$ cat src/rtl/core/bqc_pkg.sv
// package for the three-biquad tone cascade
// widths, register indexes, history row and coefficient types; no dependencies
package bqc_pkg;

   // sample and channel fields
   localparam int NUM_CHANNELS   = 2;
   localparam int CHAN_BITS      = 1;
   localparam int SAMPLE_BITS    = 24;

   // coefficients: Q3.14 signed
   localparam int COEF_BITS      = 18;
   localparam int COEF_FRAC_BITS = 14;
   localparam int NUM_COEF_NUM   = 3;
   localparam int NUM_COEF_DEN   = 2;
   localparam int NUM_BITS       = NUM_COEF_NUM * COEF_BITS;
   localparam int DEN_BITS       = NUM_COEF_DEN * COEF_BITS;

   // cascade structure
   localparam int NUM_SECTIONS   = 3;
   localparam int SEC_BITS       = $clog2(NUM_SECTIONS);
   localparam int NUM_ROWS       = NUM_CHANNELS * NUM_SECTIONS;
   localparam int ROW_BITS       = $clog2(NUM_ROWS);

   // digit-serial multiply-accumulate
   localparam int DIGIT_BITS     = 4;
   localparam int NUM_DIGITS     = (SAMPLE_BITS + DIGIT_BITS - 1) / DIGIT_BITS;
   localparam int CNT_BITS       = $clog2(NUM_DIGITS + 1);

   // configuration port
   localparam int CSR_INDEX_BITS = 3;
   localparam int CSR_DATA_BITS  = NUM_BITS;

   localparam logic [CSR_INDEX_BITS-1:0] REG_ACTIVE         = 3'd0;
   localparam logic [CSR_INDEX_BITS-1:0] REG_LOW_SHELF_NUM  = 3'd1;
   localparam logic [CSR_INDEX_BITS-1:0] REG_LOW_SHELF_DEN  = 3'd2;
   localparam logic [CSR_INDEX_BITS-1:0] REG_HIGH_SHELF_NUM = 3'd3;
   localparam logic [CSR_INDEX_BITS-1:0] REG_HIGH_SHELF_DEN = 3'd4;
   localparam logic [CSR_INDEX_BITS-1:0] REG_BELL_NUM       = 3'd5;
   localparam logic [CSR_INDEX_BITS-1:0] REG_BELL_DEN       = 3'd6;

   // unity gain numerator: b0 = 1.0, b1 = b2 = 0
   localparam logic [NUM_BITS-1:0] NUM_RESET = NUM_BITS'(1) << COEF_FRAC_BITS;

   typedef logic signed [SAMPLE_BITS-1:0] sample_type;
   typedef logic signed [COEF_BITS-1:0]   coef_type;

   // coefficients of one section
   typedef struct packed {
      coef_type b0;
      coef_type b1;
      coef_type b2;
      coef_type a1;
      coef_type a2;
   } coef_set_type;

   // history of one channel and section
   typedef struct packed {
      sample_type x1;
      sample_type x2;
      sample_type y1;
      sample_type y2;
   } hist_row_type;

   // history memory access
   typedef struct packed {
      logic                rd_en;
      logic [ROW_BITS-1:0] rd_addr;
      logic                wr_en;
      logic [ROW_BITS-1:0] wr_addr;
      hist_row_type        wr_data;
   } hist_req_type;

   // multiply-accumulate control
   typedef struct packed {
      logic load;
      logic shift;
   } mac_ctrl_type;

endpackage

$ cat src/rtl/core/bqc_if.sv
// stream interfaces for sample requests and filtered responses
// depends on bqc_pkg for field widths
interface bqc_req_if;
   logic                            valid;
   logic                            ready;
   logic [bqc_pkg::CHAN_BITS-1:0]   channel;
   logic signed [bqc_pkg::SAMPLE_BITS-1:0] sample_in;

   modport source (output valid, channel, sample_in, input ready);
   modport sink   (input valid, channel, sample_in, output ready);
endinterface

interface bqc_rsp_if;
   logic                            valid;
   logic                            ready;
   logic [bqc_pkg::CHAN_BITS-1:0]   channel_out;
   logic signed [bqc_pkg::SAMPLE_BITS-1:0] sample_out;

   modport source (output valid, channel_out, sample_out, input ready);
   modport sink   (input valid, channel_out, sample_out, output ready);
endinterface

$ cat src/rtl/core/bqc_csr.sv
// configuration registers: bypass flag and packed coefficients of the three sections
// depends on bqc_pkg; returns the coefficient set of the selected section
module bqc_csr (
   input  logic                                  clock,
   input  logic                                  reset,
   input  logic                                  csr_we,
   input  logic [bqc_pkg::CSR_INDEX_BITS-1:0]    csr_index,
   input  logic [bqc_pkg::CSR_DATA_BITS-1:0]     csr_data,
   input  logic [bqc_pkg::SEC_BITS-1:0]          sec,
   output logic                                  active,
   output bqc_pkg::coef_set_type                 coefs
);

   logic                          active_ff;
   logic [bqc_pkg::NUM_BITS-1:0]  num_ff [bqc_pkg::NUM_SECTIONS];
   logic [bqc_pkg::DEN_BITS-1:0]  den_ff [bqc_pkg::NUM_SECTIONS];
   logic [bqc_pkg::NUM_BITS-1:0]  num_sel;
   logic [bqc_pkg::DEN_BITS-1:0]  den_sel;

   // register writes; unknown indexes are dropped
   always_ff @(posedge clock) begin
      if (reset) begin
         active_ff <= 1'b0;
         for (int s = 0; s < bqc_pkg::NUM_SECTIONS; s++) begin
            num_ff[s] <= bqc_pkg::NUM_RESET;
            den_ff[s] <= '0;
         end
      end else if (csr_we) begin
         unique case (csr_index)
            bqc_pkg::REG_ACTIVE:         active_ff <= csr_data[0];
            bqc_pkg::REG_LOW_SHELF_NUM:  num_ff[0] <= csr_data[bqc_pkg::NUM_BITS-1:0];
            bqc_pkg::REG_LOW_SHELF_DEN:  den_ff[0] <= csr_data[bqc_pkg::DEN_BITS-1:0];
            bqc_pkg::REG_HIGH_SHELF_NUM: num_ff[1] <= csr_data[bqc_pkg::NUM_BITS-1:0];
            bqc_pkg::REG_HIGH_SHELF_DEN: den_ff[1] <= csr_data[bqc_pkg::DEN_BITS-1:0];
            bqc_pkg::REG_BELL_NUM:       num_ff[2] <= csr_data[bqc_pkg::NUM_BITS-1:0];
            bqc_pkg::REG_BELL_DEN:       den_ff[2] <= csr_data[bqc_pkg::DEN_BITS-1:0];
            default: begin
            end
         endcase
      end
   end

   // section select and field unpacking, lowest field first
   always_comb begin
      num_sel = num_ff[0];
      den_sel = den_ff[0];
      for (int s = 1; s < bqc_pkg::NUM_SECTIONS; s++) begin
         if (sec == bqc_pkg::SEC_BITS'(s)) begin
            num_sel = num_ff[s];
            den_sel = den_ff[s];
         end
      end
      coefs.b0 = num_sel[0*bqc_pkg::COEF_BITS +: bqc_pkg::COEF_BITS];
      coefs.b1 = num_sel[1*bqc_pkg::COEF_BITS +: bqc_pkg::COEF_BITS];
      coefs.b2 = num_sel[2*bqc_pkg::COEF_BITS +: bqc_pkg::COEF_BITS];
      coefs.a1 = den_sel[0*bqc_pkg::COEF_BITS +: bqc_pkg::COEF_BITS];
      coefs.a2 = den_sel[1*bqc_pkg::COEF_BITS +: bqc_pkg::COEF_BITS];
   end

   assign active = active_ff;

endmodule

$ cat src/rtl/core/bqc_hist_mem.sv
// history memory: one row of x1, x2, y1, y2 per channel and section
// depends on bqc_pkg; per-row valid bits make unwritten rows read as zero
module bqc_hist_mem (
   input  logic                  clock,
   input  logic                  reset,
   input  bqc_pkg::hist_req_type req,
   output bqc_pkg::hist_row_type rd_data
);

   bqc_pkg::hist_row_type         mem [bqc_pkg::NUM_ROWS];
   logic [bqc_pkg::NUM_ROWS-1:0]  valid_ff;
   bqc_pkg::hist_row_type         rd_data_ff;
   logic                          rd_valid_ff;

   // storage write and registered read
   always_ff @(posedge clock) begin
      if (req.wr_en) begin
         mem[req.wr_addr] <= req.wr_data;
      end
      if (req.rd_en) begin
         rd_data_ff <= mem[req.rd_addr];
      end
   end

   // row valid bits, cleared by reset
   always_ff @(posedge clock) begin
      if (reset) begin
         valid_ff    <= '0;
         rd_valid_ff <= 1'b0;
      end else begin
         if (req.wr_en) begin
            valid_ff[req.wr_addr] <= 1'b1;
         end
         if (req.rd_en) begin
            rd_valid_ff <= valid_ff[req.rd_addr];
         end
      end
   end

   assign rd_data = rd_valid_ff ? rd_data_ff : '0;

endmodule

$ cat src/rtl/core/bqc_mac.sv
// digit-serial multiply-accumulate for one biquad section, with rounding and saturation
// depends on bqc_pkg; five operands shift out one digit per cycle while shift is set, most significant first
module bqc_mac (
   input  logic                  clock,
   input  bqc_pkg::mac_ctrl_type ctrl,
   input  bqc_pkg::sample_type   x,
   input  bqc_pkg::hist_row_type row,
   input  bqc_pkg::coef_set_type coefs,
   output bqc_pkg::sample_type   y
);

   localparam int NUM_TERMS = 5;
   localparam int OPW       = bqc_pkg::NUM_DIGITS * bqc_pkg::DIGIT_BITS;
   localparam int MCOEF     = bqc_pkg::COEF_BITS + 1;
   localparam int PROD_BITS = MCOEF + bqc_pkg::DIGIT_BITS + 1;
   localparam int SUM_BITS  = PROD_BITS + 3;
   localparam int ACC_BITS  = MCOEF + bqc_pkg::SAMPLE_BITS + 3;
   localparam logic signed [ACC_BITS-1:0] HALF =
      ACC_BITS'(64'sd1 <<< (bqc_pkg::COEF_FRAC_BITS - 1));
   localparam logic signed [ACC_BITS-1:0] SAT_HI =
      ACC_BITS'((64'sd1 <<< (bqc_pkg::SAMPLE_BITS - 1)) - 64'sd1);
   localparam logic signed [ACC_BITS-1:0] SAT_LO =
      ACC_BITS'(-(64'sd1 <<< (bqc_pkg::SAMPLE_BITS - 1)));

   logic signed [OPW-1:0]        opr_ff  [NUM_TERMS];
   logic signed [MCOEF-1:0]      coef_ff [NUM_TERMS];
   logic signed [ACC_BITS-1:0]   acc_ff;
   logic                         first_ff;

   logic signed [bqc_pkg::DIGIT_BITS:0] dig  [NUM_TERMS];
   logic signed [PROD_BITS-1:0]         prod [NUM_TERMS];
   logic signed [SUM_BITS-1:0]          sum_in;
   logic signed [ACC_BITS-1:0]          acc_in;
   logic signed [ACC_BITS-1:0]          biased;
   logic signed [ACC_BITS-1:0]          rounded;

   // top digit of each operand times its coefficient; leading digit carries the sign
   always_comb begin
      sum_in = '0;
      for (int k = 0; k < NUM_TERMS; k++) begin
         dig[k]  = {first_ff & opr_ff[k][OPW-1],
                    opr_ff[k][OPW-1 -: bqc_pkg::DIGIT_BITS]};
         prod[k] = coef_ff[k] * dig[k];
         sum_in  = sum_in + SUM_BITS'(prod[k]);
      end
      acc_in = (acc_ff <<< bqc_pkg::DIGIT_BITS) + ACC_BITS'(sum_in);
   end

   // operand shift registers and accumulator
   always_ff @(posedge clock) begin
      if (ctrl.load) begin
         opr_ff[0]  <= OPW'(x);
         opr_ff[1]  <= OPW'(row.x1);
         opr_ff[2]  <= OPW'(row.x2);
         opr_ff[3]  <= OPW'(row.y1);
         opr_ff[4]  <= OPW'(row.y2);
         coef_ff[0] <= MCOEF'(coefs.b0);
         coef_ff[1] <= MCOEF'(coefs.b1);
         coef_ff[2] <= MCOEF'(coefs.b2);
         coef_ff[3] <= -MCOEF'(coefs.a1);
         coef_ff[4] <= -MCOEF'(coefs.a2);
         acc_ff     <= '0;
         first_ff   <= 1'b1;
      end else if (ctrl.shift) begin
         for (int k = 0; k < NUM_TERMS; k++) begin
            opr_ff[k] <= opr_ff[k] <<< bqc_pkg::DIGIT_BITS;
         end
         acc_ff   <= acc_in;
         first_ff <= 1'b0;
      end
   end

   // round half up, then clamp to the sample range
   always_comb begin
      biased  = acc_ff + HALF;
      rounded = biased >>> bqc_pkg::COEF_FRAC_BITS;
      if (rounded > SAT_HI) begin
         y = SAT_HI[bqc_pkg::SAMPLE_BITS-1:0];
      end else if (rounded < SAT_LO) begin
         y = SAT_LO[bqc_pkg::SAMPLE_BITS-1:0];
      end else begin
         y = rounded[bqc_pkg::SAMPLE_BITS-1:0];
      end
   end

endmodule

$ cat src/rtl/core/three_biquad_tone_cascade.sv
// top level of the three-biquad tone cascade (low shelf, high shelf, presence bell)
// depends on bqc_pkg, bqc_if, bqc_csr, bqc_hist_mem and bqc_mac
//
//   port      kind         direction  content
//   req_bus   stream       in         channel, sample_in
//   rsp_bus   stream       out        channel_out, sample_out
//   csr_*     write port   in         register index and data
//
// a sample is filtered section by section: per section one history read, one operand load,
// the 4-bit digit-serial MAC and one write-back; the finish state then loads the output
// register, and the next transfer is taken only once the sequencer is back in idle
// a bypassed sample goes straight to the finish state, which loads the output register
// synchronous active-high reset clears the history valid bits and the registers
// a finished response waits in the output register while the next sample is taken; a sample
// that finishes while that register still holds an untaken response waits until it is taken
module three_biquad_tone_cascade (
   input  logic                               clock,
   input  logic                               reset,
   bqc_req_if.sink                            req_bus,
   bqc_rsp_if.source                          rsp_bus,
   input  logic                               csr_we,
   input  logic [bqc_pkg::CSR_INDEX_BITS-1:0] csr_index,
   input  logic [bqc_pkg::CSR_DATA_BITS-1:0]  csr_data
);

   typedef enum logic [2:0] {
      ST_IDLE,
      ST_READ,
      ST_LOAD,
      ST_MAC,
      ST_WRITE,
      ST_FINISH
   } state_type;

   state_type                       state_ff;
   logic [bqc_pkg::CHAN_BITS-1:0]   chan_ff;
   bqc_pkg::sample_type             x_ff;
   logic [bqc_pkg::SEC_BITS-1:0]    sec_ff;
   logic [bqc_pkg::CNT_BITS-1:0]    cnt_ff;
   logic                            rsp_valid_ff;
   logic [bqc_pkg::CHAN_BITS-1:0]   rsp_chan_ff;
   bqc_pkg::sample_type             rsp_sample_ff;

   logic                            active;
   logic                            filter_in;
   logic                            req_xfer;
   logic [bqc_pkg::ROW_BITS-1:0]    row_addr;
   bqc_pkg::coef_set_type           coefs;
   bqc_pkg::hist_req_type           hist_req;
   bqc_pkg::hist_row_type           hist_row;
   bqc_pkg::mac_ctrl_type           mac_ctrl;
   bqc_pkg::sample_type             sec_y;

   bqc_csr u_csr (
      .clock     (clock),
      .reset     (reset),
      .csr_we    (csr_we),
      .csr_index (csr_index),
      .csr_data  (csr_data),
      .sec       (sec_ff),
      .active    (active),
      .coefs     (coefs)
   );

   bqc_hist_mem u_hist (
      .clock   (clock),
      .reset   (reset),
      .req     (hist_req),
      .rd_data (hist_row)
   );

   bqc_mac u_mac (
      .clock (clock),
      .ctrl  (mac_ctrl),
      .x     (x_ff),
      .row   (hist_row),
      .coefs (coefs),
      .y     (sec_y)
   );

   // input transfer and filter decision
   assign req_bus.ready = (state_ff == ST_IDLE);
   assign req_xfer      = req_bus.valid && req_bus.ready;
   assign filter_in     = active &&
      ({1'b0, req_bus.channel} < (bqc_pkg::CHAN_BITS + 1)'(bqc_pkg::NUM_CHANNELS));

   // history row of the current channel and section
   assign row_addr = bqc_pkg::ROW_BITS'(
      bqc_pkg::ROW_BITS'(chan_ff) * bqc_pkg::ROW_BITS'(bqc_pkg::NUM_SECTIONS)
      + bqc_pkg::ROW_BITS'(sec_ff));

   // memory and MAC strobes
   always_comb begin
      hist_req.rd_en      = (state_ff == ST_READ);
      hist_req.rd_addr    = row_addr;
      hist_req.wr_en      = (state_ff == ST_WRITE);
      hist_req.wr_addr    = row_addr;
      hist_req.wr_data.x1 = x_ff;
      hist_req.wr_data.x2 = hist_row.x1;
      hist_req.wr_data.y1 = sec_y;
      hist_req.wr_data.y2 = hist_row.y1;
      mac_ctrl.load       = (state_ff == ST_LOAD);
      mac_ctrl.shift      = (state_ff == ST_MAC);
   end

   // sequencer and output register
   always_ff @(posedge clock) begin
      if (reset) begin
         state_ff     <= ST_IDLE;
         rsp_valid_ff <= 1'b0;
      end else begin
         // output register: load a finished sample, else drop a taken response
         if (state_ff == ST_FINISH && (!rsp_valid_ff || rsp_bus.ready)) begin
            rsp_valid_ff  <= 1'b1;
            rsp_chan_ff   <= chan_ff;
            rsp_sample_ff <= x_ff;
         end else if (rsp_valid_ff && rsp_bus.ready) begin
            rsp_valid_ff <= 1'b0;
         end
         unique case (state_ff)
            ST_IDLE: begin
               if (req_xfer) begin
                  chan_ff  <= req_bus.channel;
                  x_ff     <= req_bus.sample_in;
                  sec_ff   <= '0;
                  state_ff <= filter_in ? ST_READ : ST_FINISH;
               end
            end
            ST_READ: begin
               state_ff <= ST_LOAD;
            end
            ST_LOAD: begin
               cnt_ff   <= '0;
               state_ff <= ST_MAC;
            end
            ST_MAC: begin
               cnt_ff <= cnt_ff + 1'b1;
               if (cnt_ff == bqc_pkg::CNT_BITS'(bqc_pkg::NUM_DIGITS - 1)) begin
                  state_ff <= ST_WRITE;
               end
            end
            ST_WRITE: begin
               x_ff <= sec_y;
               if (sec_ff == bqc_pkg::SEC_BITS'(bqc_pkg::NUM_SECTIONS - 1)) begin
                  state_ff <= ST_FINISH;
               end else begin
                  sec_ff   <= sec_ff + 1'b1;
                  state_ff <= ST_READ;
               end
            end
            ST_FINISH: begin
               if (!rsp_valid_ff || rsp_bus.ready) begin
                  state_ff <= ST_IDLE;
               end
            end
            default: begin
               state_ff <= ST_IDLE;
            end
         endcase
      end
   end

   assign rsp_bus.valid       = rsp_valid_ff;
   assign rsp_bus.channel_out = rsp_chan_ff;
   assign rsp_bus.sample_out  = rsp_sample_ff;

endmodule

$ cat src/flat_wrapper.sv
// flat-port wrapper written by rule: the top's interface ports become plain ports
module three_biquad_tone_cascade_flat 
  (clock, reset, csr_we, csr_index, csr_data, req_bus_valid, req_bus_channel, req_bus_sample_in, req_bus_ready, rsp_bus_valid, rsp_bus_channel_out, rsp_bus_sample_out, rsp_bus_ready);
  bqc_req_if req_bus_i ();
  bqc_rsp_if rsp_bus_i ();
  input  logic clock;
  input  logic reset;
  input  logic csr_we;
  input  logic [bqc_pkg::CSR_INDEX_BITS-1:0] csr_index;
  input  logic [bqc_pkg::CSR_DATA_BITS-1:0] csr_data;
  input wire logic [$bits(req_bus_i.valid)-1:0] req_bus_valid;
  input wire logic [$bits(req_bus_i.channel)-1:0] req_bus_channel;
  input wire logic [$bits(req_bus_i.sample_in)-1:0] req_bus_sample_in;
  output wire logic [$bits(req_bus_i.ready)-1:0] req_bus_ready;
  output wire logic [$bits(rsp_bus_i.valid)-1:0] rsp_bus_valid;
  output wire logic [$bits(rsp_bus_i.channel_out)-1:0] rsp_bus_channel_out;
  output wire logic [$bits(rsp_bus_i.sample_out)-1:0] rsp_bus_sample_out;
  input wire logic [$bits(rsp_bus_i.ready)-1:0] rsp_bus_ready;
  assign req_bus_i.valid = req_bus_valid;
  assign req_bus_i.channel = req_bus_channel;
  assign req_bus_i.sample_in = req_bus_sample_in;
  assign req_bus_ready = req_bus_i.ready;
  assign rsp_bus_valid = rsp_bus_i.valid;
  assign rsp_bus_channel_out = rsp_bus_i.channel_out;
  assign rsp_bus_sample_out = rsp_bus_i.sample_out;
  assign rsp_bus_i.ready = rsp_bus_ready;
  three_biquad_tone_cascade u_core (.clock(clock), .reset(reset), .req_bus(req_bus_i), .rsp_bus(rsp_bus_i), .csr_we(csr_we), .csr_index(csr_index), .csr_data(csr_data));
endmodule
$ cat config.mk
export PLATFORM = sky130hd
export DESIGN_NAME = three_biquad_tone_cascade_flat
export DESIGN_NICKNAME = d
export VERILOG_FILES = /design/src/rtl/core/bqc_pkg.sv /design/src/rtl/core/bqc_if.sv /design/src/rtl/core/bqc_csr.sv /design/src/rtl/core/bqc_hist_mem.sv /design/src/rtl/core/bqc_mac.sv /design/src/rtl/core/three_biquad_tone_cascade.sv /design/src/flat_wrapper.sv
export SDC_FILE = /design/constraint.sdc
export NUM_CORES = 2
export LEC_CHECK = 0
export ABC_AREA = 0
export BUFFER_PORTS_ARGS = -buffer_cell sky130_fd_sc_hd__buf_2
export CELL_PAD_IN_SITES_DETAIL_PLACEMENT = 0
export CELL_PAD_IN_SITES_GLOBAL_PLACEMENT = 1
export CORE_ASPECT_RATIO = 0.6
export CORE_UTILIZATION = 30
export CTS_CLUSTER_SIZE = 25
export DETAILED_ROUTE_END_ITERATION = 10
export PLACE_DENSITY = 0.51
export SLEW_MARGIN = 15
export SYNTH_ARGS = -nofsm -noshare
export SYNTH_HDL_FRONTEND = slang
export SYNTH_SLANG_ARGS = --single-unit
$ cat constraint.sdc
create_clock -name clock -period 13.6 [get_ports clock]
set_input_delay 1.36 -clock clock [delete_from_list [all_inputs] [get_ports clock]]
set_output_delay 1.36 -clock clock [all_outputs]
set_load 0.02 [all_outputs]
==> impl_metrics.py <==
metrics = {
    "synthesis": {
        "async_flop_share_pct": 0,
        "ys_warn_count": 0,
        "postSynthCellCount": 5061,
        "synth_edf_count": 1209,
        "synthesis.area_um2": 69700,
        "ys_types": 67,
        "synthesis.nets": 5969,
        "synth_top_flop_cell": "edfxtp_1",
        "seq_area_frac_synth_pct": 53.8,
        "synth_area_per_cell_um2": 13.8,
        "ys_ff_latch": 1268,
    },
    "timing": {
        "fmax_mhz": 104,
        "rsz0062_at_grt": "no",
        "period_needed_ns": 9.63,
        "setup_viol": 0,
        "timing.final.crit_share_pct": 70.8,
        "worstMarginPinSlew_ns": 1.39,
        "hold_viol_final": 0,
        "fin_setup_tns_ns": 0,
        "fin_worst_skew_ns": 0.0759,
        "relSlewSlack_pct": 6.55,
        "maxSlewViolCount": 0,
    },
    "clock_tree": {
        "cts_htree_levels": 4,
        "clockRootBuffer": "clkbuf_16",
        "clk_pin_slew_ns": 0.07,
        "ctsResizeCount": 0,
        "cts_setup_buffers": 0,
        "cts_tree": "done",
        "clk_latency_ns": 0.82,
        "clockBufferDepth": 4,
        "cts_buffers": 141,
        "numClockSinks": 1268,
        "hold_buffers": 0,
    },
    "floorplanning": {
        "die_h_um": 375,
        "initial_core_util_pct": 30.3,
        "die-area_um2": 234000,
        "coreArea_um2": 230000,
        "die_w_um": 624,
        "num_rows": 136,
        "io_pins": 114,
    },
    "layout": {
        "syn_to_final_growth_pct": 12.6,
        "nNetsFinal": 6092,
        "fillers": 22600,
        "drive_gt1_share_pct": 12.1,
    },
    "placement": {
        "routabilityCongestion": 0.830,
        "numPortBuffers": 113,
        "dp_hpwl_um": 140000,
    },
    "global_route": {
        "track_usage_pct": 16.9,
        "grt_pass1_vias": 39800,
        "grt_max_degree": 98,
        "grt_antenna_before_repair": 17,
        "grt_pass1_wl_um": 288000,
        "overflow": 0,
    },
    "critical_path": {
        "cp_max_fo": 19,
        "cp.required_ns": 14.20,
        "crit_path_end_kind": "flop",
        "crit_type": "flop to flop",
        "startpoint": "u_core.u_mac.opr_ff[0][23]",
        "r2r-start": "u_core.u_mac.opr_ff[0][23]",
        "critPathLaunchType": "flop",
        "worstPathArrival_ns": 10.23,
    },
    "detailed_routing": {
        "top_layer": "met4",
        "wl_um": 197000,
        "wl_per_cell_um": 23.5,
        "antenna_left": 0,
        "avgViaCountPerCell": 4.61,
        "first_iter_violations": 3098,
        "routed-wl-met3_um": 13600,
        "post-route-drc-count": 0,
        "drtPass1Iterations": 6,
        "wl_met2_um": 76400,
        "vias": 38700,
        "met1Wirelength_um": 104000,
    },
    "job": {
        "cap_violations": 0,
    },
    "outcome": {
        "status": "finished, final reports clean",
    },
    "hold_path": {
        "hold_path_class": "flop to flop",
        "hp-start": "u_core.u_mac.acc_ff[2]",
    },
}
==> sequential cells by signal (all words and copies together) (netlist names), 2 cells and up <==
signal                     count
u_core.u_csr.num_ff          162
u_core.u_mac.coef_ff          92
u_core.u_csr.den_ff          108
u_core.cnt_ff                  3
u_core.u_mac.acc_ff           46
u_core.u_hist.valid_ff         6
u_core.u_hist.mem            576
u_core.sec_ff                  2
u_core.x_ff                   24
u_core.rsp_bus.sample_out     24
u_core.u_mac.opr_ff          120
u_core.state_ff                3
u_core.u_hist.rd_data_ff      96
==> path summary, 6_finish.rpt <==
check                       endpoint  slack, ns  cells past startpoint
max          u_core.u_mac.acc_ff[43]       3.97                     25
min           u_core.u_mac.acc_ff[2]       0.46                      2
max reg2reg  u_core.u_mac.acc_ff[43]       3.97                     25
min reg2reg   u_core.u_mac.acc_ff[2]       0.46                      2
==> cells in the mapped netlist (33+ instances only) <==
library cell	instances	area (um^2)
nand2_1	651	2440
inv_1	587	2200
dfxtp_1	59	1180
a21oi_1	95	475
ha_1	216	2700
mux2i_1	190	1900
mux2_2	43	484
xor2_1	41	359
o21ai_0	209	1050
xnor2_1	62	543
nand3_1	77	385
and2_1	280	1750
edfxtp_1	1209	36300
clkbuf_1	155	582
fa_1	605	12100
and3_1	33	206
nor2_1	139	522
or2_2	50	313
mux4_2	97	2180
==> area by class of cell <==
type	instances	area, um^2	area share [%]
Antenna cell	8	20.0	0.0255
Sequential cell	1268	37500	47.8
Tap cell	3105	3880	4.95
Clock inverter	66	678	0.864
Inverter	587	2210	2.82
Timing Repair Buffer	181	1100	1.40
Multi-Input combinational cell	3005	29400	37.5
Clock buffer	169	3700	4.71
==> per-layer routing <==
metal	global-route usage, %	up-vias
li1	-	17500
met1	27.5	20100
met2	22.3	846
met3	4.14	173
met4	2.79	0
met5	0	-
==> cell families (layout without fill, tap and decap cells) <==
kind of cell	after synthesis	after routing	synth area share [%]
xor gates and xnor gates	103	103	1.29
other	0	8	0
DFF	1268	1268	53.8
muxes	350	350	6.99
AOI/OAI and AO/OA	424	424	3.59
buffers and inverters	788	1003	4.32
adders and majority gates	821	821	21.2
and+or+nand+nor	1307	1307	8.81
==> layout by cell type (no fill, tap or decap), types with 25 or more instances in the layout <==
master and count:
edfxtp_1 1209, nand2_1 647, fa_1 604, inv_1 585, and2_1 278, ha_1 213
o21ai_0 207, mux2i_1 190, clkbuf_16 144, nor2_1 136, buf_2 113, mux4_2 97
a21oi_1 94, nand3_1 77, buf_4 66, xnor2_1 62, dfxtp_1 58, or2_2 50
mux2_2 43, xor2_1 41, and3_1 32, a21o_1 25, clkbuf_1 25
==> metrics by stage <==
stage                     instances  worst slack (ns)  utilization, %  hold slack (ns)  instance area (um^2)
after detailed placement       8146              4.07            32.2            0.455                 74100
after floorplan                5061              4.24               -            0.422                 69700
after global placement         8146              4.03            32.2            0.451                 74100
final                          8389              3.97            34.1            0.463                 78500
after global routing           8382              3.19            34.1            0.475                 78500
after CTS                      8381              3.94            34.1            0.465                 78500
==> critical path: stages, from the launching register on <==
cell	delay [ns]
edfxtp_1	0.84
nand2_1	0.62
nor2_1	0.34
fa_1	0.48
fa_1	0.50
inv_1	0.11
fa_1	0.57
inv_1	0.08
fa_1	0.55
inv_1	0.08
fa_1	0.79
inv_1	0.10
buf_4	0.25
fa_1	0.52
fa_1	0.42
ha_1	0.29
ha_1	0.39
and3_1	0.22
nand2_1	0.10
a211oi_1	0.24
o32ai_1	0.15
a211oi_1	0.71
o21ai_0	0.42
o31ai_1	0.38
xnor2_1	0.16
o21ai_0	0.09
Power is not shown: default switching activity piles up to over one toggle a cycle in this logic, so the estimate is an artifact.
